[src/hw/rtl/proportional_glyph_tile_packer_core_assert.svh]
// Assertion macros for the glyph tile packer.
// Included by the top level; compiles to nothing when SYNTH is defined.
`ifndef PROPORTIONAL_GLYPH_TILE_PACKER_CORE_ASSERT_SVH
`define PROPORTIONAL_GLYPH_TILE_PACKER_CORE_ASSERT_SVH
`ifndef SYNTH
// same-cycle implication
`define PGTP_ASSERT_NOW(label, clk, rst, ante, cons) \
  label: assert property (@(posedge clk) disable iff (rst) (ante) |-> (cons)) \
    else $error("pgtp same-cycle check failed");
// next-cycle implication
`define PGTP_ASSERT_NEXT(label, clk, rst, ante, cons) \
  label: assert property (@(posedge clk) disable iff (rst) (ante) |=> (cons)) \
    else $error("pgtp next-cycle check failed");
`else
`define PGTP_ASSERT_NOW(label, clk, rst, ante, cons)
`define PGTP_ASSERT_NEXT(label, clk, rst, ante, cons)
`endif
`endif

[src/hw/rtl/pgtp_pkg.sv]
// Shared types and constants of the glyph tile packer.
// No dependencies; used by all modules and the testbench.
`default_nettype none
package pgtp_pkg;

  localparam int unsigned PIX_W  = 4;
  localparam int unsigned ROW_W  = 32;
  localparam int unsigned COLS   = 8;
  localparam int unsigned SLOT_OUT_W = 5;

  // command codes
  localparam logic CMD_GLYPH = 1'b0;
  localparam logic CMD_PAD   = 1'b1;

  localparam logic [2:0] LAST_ROW = 3'd7;

  typedef struct packed {
    logic        command;
    logic [3:0]  glyph_width;
    logic [2:0]  row_number;
    logic [31:0] upper_glyph_row;
    logic [31:0] lower_glyph_row;
  } glyph_item_t;

  // control from the merge logic to the row store and output register
  typedef struct packed {
    logic       wr_en;
    logic       fill_en;
    logic [2:0] fill_next;
    logic       slot_inc;
    logic       slot_clr;
    logic       emit;
    logic       done;
  } store_ctl_t;

endpackage
`default_nettype wire

[src/hw/rtl/pgtp_channels.sv]
// Valid/ready channel interfaces for glyph rows in and tile rows out.
// Depends on nothing; widths follow the pgtp_pkg item layout.
`default_nettype none
interface pgtp_glyph_if;
  logic        valid;
  logic        ready;
  logic        command;
  logic [3:0]  glyph_width;
  logic [2:0]  row_number;
  logic [31:0] upper_glyph_row;
  logic [31:0] lower_glyph_row;

  modport source (output valid, command, glyph_width, row_number,
                  upper_glyph_row, lower_glyph_row, input ready);
  modport sink   (input valid, command, glyph_width, row_number,
                  upper_glyph_row, lower_glyph_row, output ready);
endinterface

interface pgtp_tile_if;
  logic        valid;
  logic        ready;
  logic [4:0]  tile_slot;
  logic [2:0]  out_row_number;
  logic [31:0] upper_tile_row;
  logic [31:0] lower_tile_row;
  logic        string_done;

  modport source (output valid, tile_slot, out_row_number, upper_tile_row,
                  lower_tile_row, string_done, input ready);
  modport sink   (input valid, tile_slot, out_row_number, upper_tile_row,
                  lower_tile_row, string_done, output ready);
endinterface
`default_nettype wire

[src/hw/rtl/proportional_glyph_tile_packer_core.sv]
// An accepted transaction waits in the input register, is merged combinationally
// and, if it emits a tile row, loads the result register once free or draining.
// Throughput: one glyph row per cycle unless the tile side stalls; the row buffer
// read-modify-write sits between the input register and the result register.
// Reset (rst, synchronous): clears fill column, tile slot and both valid flags;
// row buffers hold undefined data until written.
`default_nettype none
module proportional_glyph_tile_packer_core #(
  parameter int unsigned MAX_TILES = 32
) (
  input  logic  clk,
  input  logic  rst,
  pgtp_glyph_if.sink  glyph,
  pgtp_tile_if.source tile
);
  import pgtp_pkg::*;

  localparam int unsigned SLOT_W = (MAX_TILES > 1) ? $clog2(MAX_TILES) : 1;

  logic                in_valid;
  glyph_item_t         item;
  logic                step;
  store_ctl_t          ctl;
  logic [31:0]         wr_upper, wr_lower;
  logic [31:0]         rd_upper, rd_lower;
  logic [31:0]         res_upper, res_lower;
  logic [2:0]          fill;
  logic [SLOT_W-1:0]   slot;
  logic [SLOT_W+4:0]   slot_ext;

  logic                out_valid;
  logic [4:0]          out_slot;
  logic [2:0]          out_row;
  logic [31:0]         out_upper, out_lower;
  logic                out_done;

  // the held item advances when the result register is free or draining
  assign step        = in_valid && (!out_valid || tile.ready);
  assign glyph.ready = !in_valid || step;

  // input register
  always_ff @(posedge clk) begin
    if (rst) begin
      in_valid <= 1'b0;
    end else if (glyph.ready) begin
      in_valid <= glyph.valid;
    end
  end

  always_ff @(posedge clk) begin
    if (glyph.ready && glyph.valid) begin
      item.command         <= glyph.command;
      item.glyph_width     <= glyph.glyph_width;
      item.row_number      <= glyph.row_number;
      item.upper_glyph_row <= glyph.upper_glyph_row;
      item.lower_glyph_row <= glyph.lower_glyph_row;
    end
  end

  pgtp_merge u_merge (
    .item      (item),
    .fill      (fill),
    .buf_upper (rd_upper),
    .buf_lower (rd_lower),
    .ctl       (ctl),
    .wr_upper  (wr_upper),
    .wr_lower  (wr_lower),
    .res_upper (res_upper),
    .res_lower (res_lower)
  );

  pgtp_row_store #(
    .MAX_TILES (MAX_TILES)
  ) u_store (
    .clk      (clk),
    .rst      (rst),
    .step     (step),
    .row      (item.row_number),
    .ctl      (ctl),
    .wr_upper (wr_upper),
    .wr_lower (wr_lower),
    .rd_upper (rd_upper),
    .rd_lower (rd_lower),
    .fill     (fill),
    .slot     (slot)
  );

  assign slot_ext = {5'd0, slot};

  // result register
  always_ff @(posedge clk) begin
    if (rst) begin
      out_valid <= 1'b0;
    end else if (step && ctl.emit) begin
      out_valid <= 1'b1;
    end else if (tile.ready) begin
      out_valid <= 1'b0;
    end
  end

  always_ff @(posedge clk) begin
    if (step && ctl.emit) begin
      out_slot  <= slot_ext[4:0];
      out_row   <= item.row_number;
      out_upper <= res_upper;
      out_lower <= res_lower;
      out_done  <= ctl.done;
    end
  end

  assign tile.valid          = out_valid;
  assign tile.tile_slot      = out_slot;
  assign tile.out_row_number = out_row;
  assign tile.upper_tile_row = out_upper;
  assign tile.lower_tile_row = out_lower;
  assign tile.string_done    = out_done;

  // checks
`include "proportional_glyph_tile_packer_core_assert.svh"

  `PGTP_ASSERT_NEXT(a_pad_end_clears, clk, rst,
    step && item.command == CMD_PAD && item.row_number == LAST_ROW,
    fill == 3'd0 && slot == '0)
  `PGTP_ASSERT_NEXT(a_emit_loads, clk, rst, step && ctl.emit, out_valid)
  `PGTP_ASSERT_NOW(a_done_last_row, clk, rst, out_valid && out_done,
    out_row == LAST_ROW)
  `PGTP_ASSERT_NOW(a_slot_range, clk, rst, 1'b1,
    32'(slot) < 32'(MAX_TILES))

endmodule
`default_nettype wire

[src/hw/rtl/pgtp_merge.sv]
// Combinational merge of one glyph or padding row into the tile row buffer.
// Depends on pgtp_pkg.
`default_nettype none
module pgtp_merge (
  input  pgtp_pkg::glyph_item_t item,
  input  logic [2:0]            fill,
  input  logic [31:0]           buf_upper,
  input  logic [31:0]           buf_lower,
  output pgtp_pkg::store_ctl_t  ctl,
  output logic [31:0]           wr_upper,
  output logic [31:0]           wr_lower,
  output logic [31:0]           res_upper,
  output logic [31:0]           res_lower
);
  import pgtp_pkg::*;

  logic [3:0]  w_eff;
  logic [31:0] mask;
  logic [31:0] mu, ml;
  logic [4:0]  sh;
  logic [4:0]  rs;
  logic [2:0]  inv_fill;
  logic [3:0]  total;
  logic [3:0]  ovf;
  logic [31:0] base_u, base_l;
  logic [31:0] merged_u, merged_l;
  logic        last;

  // width clamp and nibble mask
  always_comb begin
    w_eff = (item.glyph_width > 4'd8) ? 4'd8 : item.glyph_width;
    for (int i = 0; i < COLS; i++) begin
      mask[PIX_W*i +: PIX_W] = {PIX_W{(4'(i) < w_eff)}};
    end
  end

  assign mu       = item.upper_glyph_row & mask;
  assign ml       = item.lower_glyph_row & mask;
  assign sh       = {fill, 2'b00};
  assign inv_fill = 3'd0 - fill;          // 8 - fill for fill >= 1
  assign rs       = {inv_fill, 2'b00};
  assign total    = {1'b0, fill} + w_eff;
  assign ovf      = total - 4'd8;
  assign last     = (item.row_number == LAST_ROW);

  // a glyph row at column zero starts a fresh buffer row
  assign base_u = (fill == 3'd0) ? '0 : buf_upper;
  assign base_l = (fill == 3'd0) ? '0 : buf_lower;

  always_comb begin
    ctl       = '0;
    merged_u  = '0;
    merged_l  = '0;
    wr_upper  = '0;
    wr_lower  = '0;
    unique case (item.command)
      CMD_PAD: begin
        merged_u = buf_upper | (item.upper_glyph_row << sh);
        merged_l = buf_lower | (item.lower_glyph_row << sh);
        wr_upper = merged_u;
        wr_lower = merged_l;
        // empty tile: nothing to flush
        if (fill != 3'd0) begin
          ctl.wr_en = 1'b1;
          ctl.emit  = 1'b1;
          ctl.done  = last;
        end
        if (last) begin
          ctl.fill_en   = 1'b1;
          ctl.fill_next = 3'd0;
          ctl.slot_clr  = 1'b1;
        end
      end
      CMD_GLYPH: begin
        merged_u  = base_u | (mu << sh);
        merged_l  = base_l | (ml << sh);
        ctl.wr_en = 1'b1;
        if (total[3]) begin
          // tile edge reached: emit, carry overflow pixels over
          ctl.emit = 1'b1;
          wr_upper = (ovf[2:0] != 3'd0) ? (mu >> rs) : '0;
          wr_lower = (ovf[2:0] != 3'd0) ? (ml >> rs) : '0;
          if (last) begin
            ctl.fill_en   = 1'b1;
            ctl.fill_next = ovf[2:0];
            ctl.slot_inc  = 1'b1;
          end
        end else begin
          wr_upper = merged_u;
          wr_lower = merged_l;
          if (last) begin
            ctl.fill_en   = 1'b1;
            ctl.fill_next = total[2:0];
          end
        end
      end
      default: begin
        ctl = '0;
      end
    endcase
  end

  assign res_upper = merged_u;
  assign res_lower = merged_l;

endmodule
`default_nettype wire

[src/hw/rtl/pgtp_row_store.sv]
// Row buffers of the tile under construction, fill column and tile slot.
// Depends on pgtp_pkg.
`default_nettype none
module pgtp_row_store #(
  parameter int unsigned MAX_TILES = 32,
  localparam int unsigned SLOT_W = (MAX_TILES > 1) ? $clog2(MAX_TILES) : 1
) (
  input  logic                 clk,
  input  logic                 rst,
  input  logic                 step,
  input  logic [2:0]           row,
  input  pgtp_pkg::store_ctl_t ctl,
  input  logic [31:0]          wr_upper,
  input  logic [31:0]          wr_lower,
  output logic [31:0]          rd_upper,
  output logic [31:0]          rd_lower,
  output logic [2:0]           fill,
  output logic [SLOT_W-1:0]    slot
);
  import pgtp_pkg::*;

  localparam logic [SLOT_W-1:0] SLOT_LAST = SLOT_W'(MAX_TILES - 1);

  logic [31:0] upper_buf [COLS];
  logic [31:0] lower_buf [COLS];

  // buffer rows, no reset (contents defined once written)
  always_ff @(posedge clk) begin
    if (step && ctl.wr_en) begin
      upper_buf[row] <= wr_upper;
      lower_buf[row] <= wr_lower;
    end
  end

  assign rd_upper = upper_buf[row];
  assign rd_lower = lower_buf[row];

  // fill column and slot counter
  always_ff @(posedge clk) begin
    if (rst) begin
      fill <= 3'd0;
      slot <= '0;
    end else if (step) begin
      if (ctl.fill_en) begin
        fill <= ctl.fill_next;
      end
      if (ctl.slot_clr) begin
        slot <= '0;
      end else if (ctl.slot_inc) begin
        slot <= (slot == SLOT_LAST) ? '0 : slot + 1'b1;
      end
    end
  end

endmodule
`default_nettype wire

[src/flat_wrapper.sv]
// flat-port wrapper written by rule: the top's interface ports become plain ports
module proportional_glyph_tile_packer_core_flat import pgtp_pkg::*;
#(
  parameter int unsigned MAX_TILES = 32
)
  (clk, rst, glyph_valid, glyph_command, glyph_glyph_width, glyph_row_number, glyph_upper_glyph_row, glyph_lower_glyph_row, glyph_ready, tile_valid, tile_tile_slot, tile_out_row_number, tile_upper_tile_row, tile_lower_tile_row, tile_string_done, tile_ready);
  pgtp_glyph_if glyph_i ();
  pgtp_tile_if tile_i ();
  input  logic clk;
  input  logic rst;
  input wire logic [$bits(glyph_i.valid)-1:0] glyph_valid;
  input wire logic [$bits(glyph_i.command)-1:0] glyph_command;
  input wire logic [$bits(glyph_i.glyph_width)-1:0] glyph_glyph_width;
  input wire logic [$bits(glyph_i.row_number)-1:0] glyph_row_number;
  input wire logic [$bits(glyph_i.upper_glyph_row)-1:0] glyph_upper_glyph_row;
  input wire logic [$bits(glyph_i.lower_glyph_row)-1:0] glyph_lower_glyph_row;
  output wire logic [$bits(glyph_i.ready)-1:0] glyph_ready;
  output wire logic [$bits(tile_i.valid)-1:0] tile_valid;
  output wire logic [$bits(tile_i.tile_slot)-1:0] tile_tile_slot;
  output wire logic [$bits(tile_i.out_row_number)-1:0] tile_out_row_number;
  output wire logic [$bits(tile_i.upper_tile_row)-1:0] tile_upper_tile_row;
  output wire logic [$bits(tile_i.lower_tile_row)-1:0] tile_lower_tile_row;
  output wire logic [$bits(tile_i.string_done)-1:0] tile_string_done;
  input wire logic [$bits(tile_i.ready)-1:0] tile_ready;
  assign glyph_i.valid = glyph_valid;
  assign glyph_i.command = glyph_command;
  assign glyph_i.glyph_width = glyph_glyph_width;
  assign glyph_i.row_number = glyph_row_number;
  assign glyph_i.upper_glyph_row = glyph_upper_glyph_row;
  assign glyph_i.lower_glyph_row = glyph_lower_glyph_row;
  assign glyph_ready = glyph_i.ready;
  assign tile_valid = tile_i.valid;
  assign tile_tile_slot = tile_i.tile_slot;
  assign tile_out_row_number = tile_i.out_row_number;
  assign tile_upper_tile_row = tile_i.upper_tile_row;
  assign tile_lower_tile_row = tile_i.lower_tile_row;
  assign tile_string_done = tile_i.string_done;
  assign tile_i.ready = tile_ready;
  proportional_glyph_tile_packer_core #(.MAX_TILES(MAX_TILES)) u_core (.clk(clk), .rst(rst), .glyph(glyph_i), .tile(tile_i));
endmodule
[config.mk]
export PLATFORM = sky130hd
export DESIGN_NAME = proportional_glyph_tile_packer_core_flat
export DESIGN_NICKNAME = d
export VERILOG_FILES = /design/src/hw/rtl/pgtp_pkg.sv /design/src/hw/rtl/pgtp_channels.sv /design/src/hw/rtl/proportional_glyph_tile_packer_core.sv /design/src/hw/rtl/pgtp_merge.sv /design/src/hw/rtl/pgtp_row_store.sv /design/src/flat_wrapper.sv
export VERILOG_INCLUDE_DIRS = /design/src /design/src/hw/rtl
export SDC_FILE = /design/constraint.sdc
export NUM_CORES = 1
export LEC_CHECK = 0
export BUFFER_PORTS_ARGS = -buffer_cell sky130_fd_sc_hd__buf_4
export CORE_UTILIZATION = 50
export CTS_CLUSTER_DIAMETER = 60
export DETAILED_ROUTE_END_ITERATION = 7
export PLACE_DENSITY = 0.74
export SLEW_MARGIN = 20
export SYNTH_ARGS = -nofsm -noshare
export SYNTH_HDL_FRONTEND = slang
export SYNTH_SLANG_ARGS = --single-unit
[constraint.sdc]
create_clock -name clk -period 6.65 [get_ports clk]
set_input_delay 1.33 -clock clk [delete_from_list [all_inputs] [get_ports clk]]
set_output_delay 1.33 -clock clk [all_outputs]
set_load 0.005 [all_outputs]
Word-level counts from Yosys, hierarchy flattened. Memory sizes are Yosys's and may differ from the RTL's. A register that Yosys moved wholly into a read port is not among the register bits. Index checks and enable logic that the tools add are counted.

Add/subtract/negate cells: 4. Magnitude comparators: 9. Equality and inequality tests: 2. Shifts and indexed selects: 6. Multiplexer cells: 33. Bitwise operators: 7. Reductions and logical operators: 16.

Operators by type and width (number): $pmux W32 S2 (4); $mux W32 (6); $or A32 B32 Y32 (4); $shl A32 B5 Y32 (4); $and A32 B32 Y32 (2); $shr A32 B5 Y32 (2); $mux W5 (4); $lt A3 B4 Y1 const A (4); $mux W4 (4); $mux W1 (10); $pmux W5 S2 (1); $lt A1 B4 Y1 const A (2); $lt A2 B4 Y1 const A (2); $mux W3 (2); $reduce_and A2 Y1 (3); $reduce_bool A3 Y1 (2); $add A5 B1 Y5 const B (1); $eq A5 B5 Y1 const B (1); $add A3 B4 Y4 (1); $gt A4 B4 Y1 const B (1); $logic_and A1 B1 Y1 (4); $reduce_bool A2 Y1 (2); $eq A3 B3 Y1 const B (1); $logic_not A3 Y1 (1); other kinds (7) (9).

Register bits after elaboration: 155. RAM bits: 512. Bits of input ports: 76. Output and inout bits: 75. Word-level logic and storage cells: 93. Memories: 2.

Memories: u_core.u_store.lower_buf (words 8, bits a word 32, rd ports 1, clocked after memory_dff 1, wr ports 1, line pgtp_row_store.sv:25) `logic [31:0] lower_buf [COLS];`; u_core.u_store.upper_buf (words 8, bits a word 32, rd ports 1, clocked after memory_dff 1, wr ports 1, line pgtp_row_store.sv:24) `logic [31:0] upper_buf [COLS];`.

Longest topological paths before layout. Gate-level depths: netlist of the first run.

Word-level depth: 10. Mapped depth: 14. Gate-level depth less buffers: 10.

By module. A second synthesis of the first run with hierarchy kept.

Cells, all modules: 2222. Area total of the unflattened synthesis: 32005.7 um^2.

Modules (own cells, without submodules): pgtp_row_store (instances 1, cells an instance 874, area each 19827.8 um^2, seq. area each 15534.9 um^2); pgtp_merge (instances 1, cells an instance 1192, area each 7721.2 um^2, seq. area each 0.0 um^2); proportional_glyph_tile_packer_core (instances 1, cells an instance 156, area each 4456.8 um^2, seq. area each 4394.2 um^2).

Least setup slack after synthesis of the first run. OpenSTA, ideal clock, no wires.

Path kind: register to register. Start: register u_core.u_store.fill[1]. End: memory u_core.u_store.lower_buf[0][0] (enable). Library setup time: 565 ps. Arrival: 6337 ps. Data required time: 6085 ps. Path slack: -251 ps. Cell stages (with the launch flop): 11. Buffers on the path: 4. Clock period less this slack: 6901 ps. Cell sequence: dfxtp_1 > buf_2 > clkinv_1 > clkbuf_1 > buf_1 > ha_1 > ha_1 > clkbuf_1 > a21oi_1 > nand2b_1 > nor3_1.

Cells in the longest elaborated chain, start to end: 6.

RTL lines: start, declared (line pgtp_row_store.sv:17) `output logic [2:0] fill,`; start signal, assigned (line pgtp_row_store.sv:45) `fill <= ctl.fill_next;`; $reduce_bool A3 Y1 (line pgtp_merge.sv:63) `if (fill != 3'd0) begin`; $mux W1 (line pgtp_merge.sv:63); $pmux W5 S2 (line pgtp_merge.sv:56) `unique case (item.command)`; $logic_and A1 B1 Y1 (line pgtp_row_store.sv:29) `if (step && ctl.wr_en) begin`; $mux W1 (line pgtp_row_store.sv:29); $mux W1 (implied by the code) (line pgtp_row_store.sv:31) `lower_buf[row] <= wr_lower;`; end, declared (line pgtp_row_store.sv:25).

No other way between the ends.

Final worst setup path of the first run.
Start: register u_core.item[70] (netlist name). End: memory u_core.u_store.upper_buf[4][26] (data pin).

Cells in the longest elaborated chain, start to end: 8. Elaborated cells on any way between the ends: 20. Classes of those cells: add/sub: 2; order compare: 9; shift: 2; mux: 4; bitwise: 2; reduce/logical: 1.

RTL lines: $gt A4 B4 Y1 (line pgtp_merge.sv:31) `w_eff = (item.glyph_width > 4'd8) ? 4'd8 : item.glyph_width;`; $mux W4 * (line pgtp_merge.sv:31); $lt A1 B4 Y1 (tied with other cells) (line pgtp_merge.sv:33) `mask[PIX_W*i +: PIX_W] = {PIX_W{(4'(i) < w_eff)}};`; $and A32 B32 Y32 / $sub A3 B1 Y3 (equally long branches) (line pgtp_merge.sv:37, pgtp_merge.sv:43); $shl A32 B5 Y32 (tied with other cells) (line pgtp_merge.sv:75) `merged_u = base_u | (mu << sh);`; $or A32 B32 Y32 / $mux W32 (equally long branches) (line pgtp_merge.sv:75, pgtp_merge.sv:81); $mux W32 * (line pgtp_merge.sv:78) `if (total[3]) begin`; $pmux W32 S2 * (line pgtp_merge.sv:56); via u_core.u_merge.wr_upper[26] (line pgtp_merge.sv:10) `output logic [31:0] wr_upper,`; end, declared (line pgtp_row_store.sv:24).

The timed path passes the listed nets; every way through them passes the cells marked *.

==> results of run 1 <==
per-stage QoR:
step / setup slack, ps / std cells / area (µm²) / utilization, % / total power [mW]
final: 2050 / 3189 / 36300 / 57.6 / 10.1
after global routing: 2010 / 3187 / 36300 / 57.6 / 10.3
after CTS: 2320 / 3187 / 36300 / 57.6 / 10.1
after detailed placement: 2400 / 3060 / 33800 / 53.6 / 5.96
after global placement: 2440 / 3060 / 33800 / 53.6 / 5.94
after floorplan: 990 / 2169 / 31800 / - / 5.55
power by group through the flow:
stage / clock network (mW) / logic (mW) / registers [mW]
6_report: 4.17 / 0.995 / 4.91
5_1_grt: 4.38 / 1.04 / 4.91
4_1_cts: 4.22 / 0.975 / 4.91
3_5_place_dp: 0 / 0.967 / 4.99
3_3_place_gp: 0 / 0.949 / 4.99
2_1_floorplan: 0 / 0.637 / 4.91
worst max path at each step:
stage,slack [ps],start,to,cells past startpoint
after detailed placement,2400,u_core.item[70],u_core.u_store.upper_buf[4][26],11
after global routing,2010,u_core.item[70],u_core.u_store.upper_buf[4][26],11
after global placement,2440,u_core.item[70],u_core.u_store.upper_buf[4][26],11
after CTS,2320,u_core.item[70],u_core.u_store.upper_buf[4][26],11
final,2050,u_core.item[70],u_core.u_store.upper_buf[4][26],11
after floorplan,990,u_core.u_store.fill[1],u_core.u_store.lower_buf[7][0],10
synthesized netlist by cell type, types with 7 or more instances:
cell type,instances,share of area [%]
edfxtp_1,657,62
nand2_1,166,2.0
mux2i_1,147,4.6
nor2_1,131,1.5
mux4_2,129,9.1
a21oi_1,88,1.4
o21ai_0,79,1.2
clkbuf_1,78,0.92
buf_2,54,0.85
mux2_2,44,1.6
a22oi_1,37,0.87
nand2b_1,33,0.65
o22ai_1,33,0.65
o211ai_1,32,0.76
nor3_1,31,0.49
o221ai_1,31,0.85
a211oi_1,26,0.61
nand3_1,26,0.41
nor2b_1,21,0.41
a221oi_1,18,0.50
o2bb2ai_1,14,0.39
a221o_1,13,0.41
dfxtp_1,13,0.82
inv_1,13,0.15
a22o_1,12,0.33
a31oi_1,12,0.24
buf_1,12,0.14
buf_6,12,0.43
o21ai_1,12,0.19
and3_1,11,0.22
a21o_1,10,0.24
buf_4,10,0.24
o32a_1,9,0.28
a211o_1,7,0.19
a2bb2oi_1,7,0.19
logic make-up after synthesis:
family / after synthesis
AOI/OAI and AO/OA: 525
xor gates and xnor gates: 1
and+or+nand+nor: 462
DFF: 670
buffers and inverters: 183
adders and majority gates: 7
muxes: 321
registers in the layout, indices dropped and copies added (netlist names), named ones only:
signal	cells
u_core.u_store.lower_buf	256
u_core.u_store.upper_buf	256
u_core.item	72
u_core.tile.lower_tile_row	32
u_core.tile.upper_tile_row	32
u_core.tile.tile_slot	5
u_core.u_store.slot	5
u_core.tile.out_row_number	3
u_core.u_store.fill	3
u_core.in_valid	1
u_core.tile.string_done	1
u_core.tile.valid	1
worst reg2reg max path, delay by kind of cell (launching register included):
family	cells	cell delay, ps
simple gates	3	1530
compound gates	4	1320
buf+inv	3	860
flops	1	330
fa+ha+maj	1	200
area by class of cell:
| type | instances | area, µm² | area share (%) |
|---|---|---|---|
| inverters | 17 | 65.1 | 0.179 |
| flip-flops and latches | 670 | 20000 | 55.2 |
| well taps | 846 | 1060 | 2.92 |
| multi-input cells | 1316 | 11000 | 30.3 |
| repair buffers | 211 | 1630 | 4.50 |
| diodes | 2 | 5.00 | 0.0138 |
| clock inverters | 50 | 672 | 1.85 |
| clock buffers | 77 | 1820 | 5.02 |
per-layer routing:
layer / routed length (µm) / vias up / track usage (%) / part of all wire [%]
met5: 13 / - / 0 / 0.012
met3: 9610 / 275 / 5.56 / 9.0
met1: 41800 / 11000 / 45.0 / 39
met2: 50100 / 1445 / 52.7 / 47
met4: 5300 / 2 / 15.3 / 5.0
li1: - / 9016 / - / -
==> flow_metrics.tcl, run 1 <==
set metrics [dict create \
    critPathBufInv 3 \
    hold_end "u_core.tile.tile_slot[3]" \
    power_frac_seq_pct 48.8 \
    wl_per_cell_um 33.5 \
    post_cts_resize_count 0 \
    arrival_ps 4840 \
    critPathRequiredTime_ps 6890 \
    fin_crit_sh_pct 69.1 \
    worstPathMaxFanout 28 \
    io_pins 151 \
    fin_crit_ps 4600 \
    end_kind "flip-flop" \
    powerDensity_nw_per_um2 278 \
    cpPeakStageDelay_ps 1030 \
    power_leakage_nw 12.0 \
    clkLatencyLatePin_ps 610 \
    dp.final_hpwl_mm 70.9 \
    dieArea_um2 64600 \
    postCtsSetupBuffers 0 \
    worst_clock_skew_ps 16.2 \
    synth.mux.area_fraction_pct 15.4 \
    rsz0062_at_grt "false" \
    p_sw_share_pct 23.6 \
    critPathKind "reg2reg" \
    die_x_um 254 \
    ys_warn_count 0 \
    drt_iter0_drc 3325 \
    holdWs_ps 477 \
    layout-drive-gt1-share_pct 23.4 \
    fill_cells 4775 \
    r2r-end "u_core.u_store.upper_buf[4][26]" \
    maxCapViolCount 0 \
    core_um2 63000 \
    synth-seq-cells 670 \
    drt_first_pass_iters 6 \
    cts_tree "done" \
    min_from "u_core.u_store.slot[3]" \
    comb_power_share_pct 9.9 \
    r2r-start "u_core.item[70]" \
    htreeDepth 3 \
    setup_viol 0 \
    hold_viol 0 \
    final_common_cell "edfxtp_1" \
    clock_path_buffers 3 \
    synth_edf_count 657 \
    syn2layout_area_growth_pct 14.2 \
    switchingPower_mw 2.37 \
    ys.flop_type "edfxtp_1" \
    post_synth_inst_count 2169 \
    drc_errors 0 \
    path_cells "buf_4 -> clkinv_1 -> nand2_1 -> inv_1 -> ha_1 -> a21o_1 -> a21oi_1 -> nand3_1 -> or4_2 -> o22a_1 -> o21ai_0" \
    grt_pass1_wl_mm 151 \
    vias 21800 \
    relSlewSlack_pct 19.5 \
    critPathLaunchType "flip-flop" \
    hp-class "reg2reg" \
    finalMaxSlewViolations 0 \
    globalRouteOverflowTotal 0 \
    min_path_cells 0 \
    synth_top_family_by_area "multiplexers" \
    tns_ps 0 \
    vias_per_cell 6.83 \
    clkPwrFrac_pct 41.4 \
    cts_hold_buf 0 \
    fmax_ghz 0.217 \
    postRouteAntennaNets 0 \
    status "finished, final reports clean" \
    io_buffers 150 \
    synthArstFlopShare_pct 0 \
    vdd_drop_max_mv 0.424 \
    globalplace.congestion 1.05 \
    synth-xor-area-share_pct 0.0276 \
    final_cell_mix "edfxtp_1 (657), buf_4 (207), nand2_1 (166)" \
    clk_pin_slew_ps 60 \
    grt_max_degree 90 \
    internal_power_mw 7.70 \
    row_count 92 \
    grt_pass1_vias 21000 \
    crit_family "simple AND/OR/NAND/NOR gates" \
    root_buffer "clkbuf_16" \
    antenna_found_initial 2 \
    worst_r2r_path_depth 11 \
    die_h_um 254 \
    crit_slowest_cell "or4_2" \
    numCtsBuffers 69 \
    start_util_pct 50.5 \
    synthAdderAreaFrac_pct 0.299 \
    r2r_slack_ps 2050 \
    worst_pin_slew_ps 1190 \
    synth-seq-area-share_pct 62.9 \
    clock-sinks 670 \
    synth.avg_cell_area_um2 14.6 \
    grt_usage_pct 33.3 \
    wl_mm 107 \
    synth_simple_gate_area_share_pct 6.71 \
    finalNetCount 2368 \
    synth_cell_types 91 \
    synth_nets 2252 \
    synth_compound_area_share_pct 11.9 \
    synthesis.area_um2 31800 \
]
No activity file was read; power rests on OpenSTA's default activity.
==> run 2, diff against run 1 <==
clock period = 4.1 ns   (was 6.65 ns; I/O delays follow)
==> flow_metrics.tcl, run 2 (synthesis gave the netlist of run 1 again) <==
set metrics [dict create \
    status "finished, final reports clean" \
    place_ws_ps 380 \
    clock_path_buffers 3 \
    row_count 92 \
    fin_crit_sh_pct 90.0 \
    critPathLaunchType "flip-flop" \
    critPathRequiredTime_ps 4390 \
    setup_ws_ps 410 \
    finalMaxSlewViolations 0 \
    antenna_found_initial 2 \
    antenna_cells 0 \
    fmax_ghz 0.271 \
    arrival_ps 3980 \
    core_um2 63000 \
    cpPeakStageDelay_ps 760 \
    layout-drive-gt1-share_pct 24.2 \
    dp.final_hpwl_mm 70.1 \
    worst_clock_skew_ps 27.1 \
    final_common_cell "edfxtp_1" \
    cts_tree "done" \
    postRouteAntennaNets 0 \
    drt_iter0_drc 3065 \
    grt_pass1_vias 21000 \
    drc_errors 0 \
    drt_first_pass_iters 6 \
    post_cts_resize_count 0 \
    reg.largest.list "u_core.u_store.lower_buf (256), u_core.u_store.upper_buf (256), u_core.item (72)" \
    finalNetCount 2417 \
    worst_pin_slew_ps 1210 \
    syn2layout_area_growth_pct 14.9 \
    vias_per_cell 6.77 \
    fin_crit_ps 3690 \
    maxCapViolCount 0 \
    dieArea_um2 64600 \
    path_cells "clkinv_1 -> nand2_1 -> inv_1 -> ha_1 -> a21o_1 -> a21oi_1 -> nand3_1 -> or2_1 -> buf_4 -> o311ai_1" \
    io_pins 151 \
    grt_usage_pct 32.7 \
    end_kind "flip-flop" \
    clkLatencyLatePin_ps 630 \
    critPathBufInv 3 \
    powerDensity_nw_per_um2 434 \
    setup_viol 0 \
    critPathKind "reg2reg" \
    start_util_pct 50.5 \
    vdd_drop_max_mv 0.378 \
    globalplace.congestion 1.05 \
    totalPowerFinal_mw 15.9 \
    hp-class "in2reg" \
    die_h_um 254 \
    htreeDepth 3 \
    vias 21900 \
    clock-sinks 670 \
    clk_pin_slew_ps 60 \
    relSlewSlack_pct 19.2 \
    crit_slowest_cell "o311ai_1" \
    final_cell_mix "edfxtp_1 (657), buf_4 (241), nand2_1 (166)" \
    globalRouteOverflowTotal 0 \
    wl_mm 105 \
    rsz0062_at_grt "false" \
    grt_pass1_wl_mm 149 \
    power_leakage_nw 12.2 \
    cts_hold_buf 0 \
    root_buffer "clkbuf_16" \
    worstPathMaxFanout 11 \
    hold_viol 0 \
    wl_per_cell_um 32.4 \
    fill_cells 4832 \
    die_x_um 254 \
    postCtsSetupBuffers 0 \
    io_buffers 150 \
    grt_max_degree 104 \
    numCtsBuffers 71 \
    crit_family "compound AO/OA/AOI/OAI gates" \
]
run 2: cell count changes in the layout (fill, tap and decap cells not counted), sizes merged:
cell	change
inv	+3
diode	-2
clkbuf	+11
clkinv	-8
bufinv	-8
buf	+46
run 2: per-layer routing:
metal / track usage (%) / vias up / part of all wire [%]
li1: - / 9099 / -
met1: 46.1 / 11100 / 41
met2: 49.9 / 1476 / 45
met3: 6.63 / 240 / 9.7
met4: 13.1 / 2 / 4.1
met5: 0 / - / 0.012
run 2: power by group:
group | internal (mW) | switching, mW
clock | 3.61 | 2.64
sequential | 7.77 | 0.155
combinational | 0.634 | 1.05
run 2: worst paths after layout:
kind                            slack (ps)  cells past startpoint                      start                             end
worst min-delay path                   360                      1  glyph_upper_glyph_row[21]                 u_core.item[53]
worst min register to register         480                      0     u_core.u_store.slot[3]        u_core.tile.tile_slot[3]
worst max-delay path                   410                     10            u_core.item[70]  u_core.u_store.lower_buf[3][0]
worst max register to register         410                     10            u_core.item[70]  u_core.u_store.lower_buf[3][0]
run 2: stage by stage:
step / hold WS [ps] / utilization [%] / cell area, µm² / std cells / setup TNS, ps
2_1_floorplan: 430 / - / 31800 / 2169 / -257130
3_3_place_gp: 447 / 54.4 / 34200 / 3106 / 0
3_5_place_dp: 470 / 54.4 / 34200 / 3106 / 0
4_1_cts: 325 / 58.0 / 36500 / 3230 / 0
5_1_grt: 345 / 58.0 / 36500 / 3231 / 0
6_report: 364 / 58.0 / 36500 / 3231 / 0
run 2: area by class of cell:
class | count | area [µm²] | share of cell area, %
sequential | 670 | 20000 | 54.8
multi-input combinational | 1316 | 11000 | 30.1
timing repair buffer | 258 | 2130 | 5.85
clock buffer | 87 | 1840 | 5.03
tap | 846 | 1060 | 2.90
clock inverter | 37 | 419 | 1.15
inverter | 17 | 65.1 | 0.178
run 2: worst reg2reg max path, delay by kind of cell (launching register included):
kind | cells | cell delay (ps)
buffers and inverters | 3 | 510
adder cells (fa/ha/maj) | 1 | 180
AND/OR/NAND/NOR | 3 | 840
flip-flops | 1 | 590
AO/OA/AOI/OAI | 3 | 1230
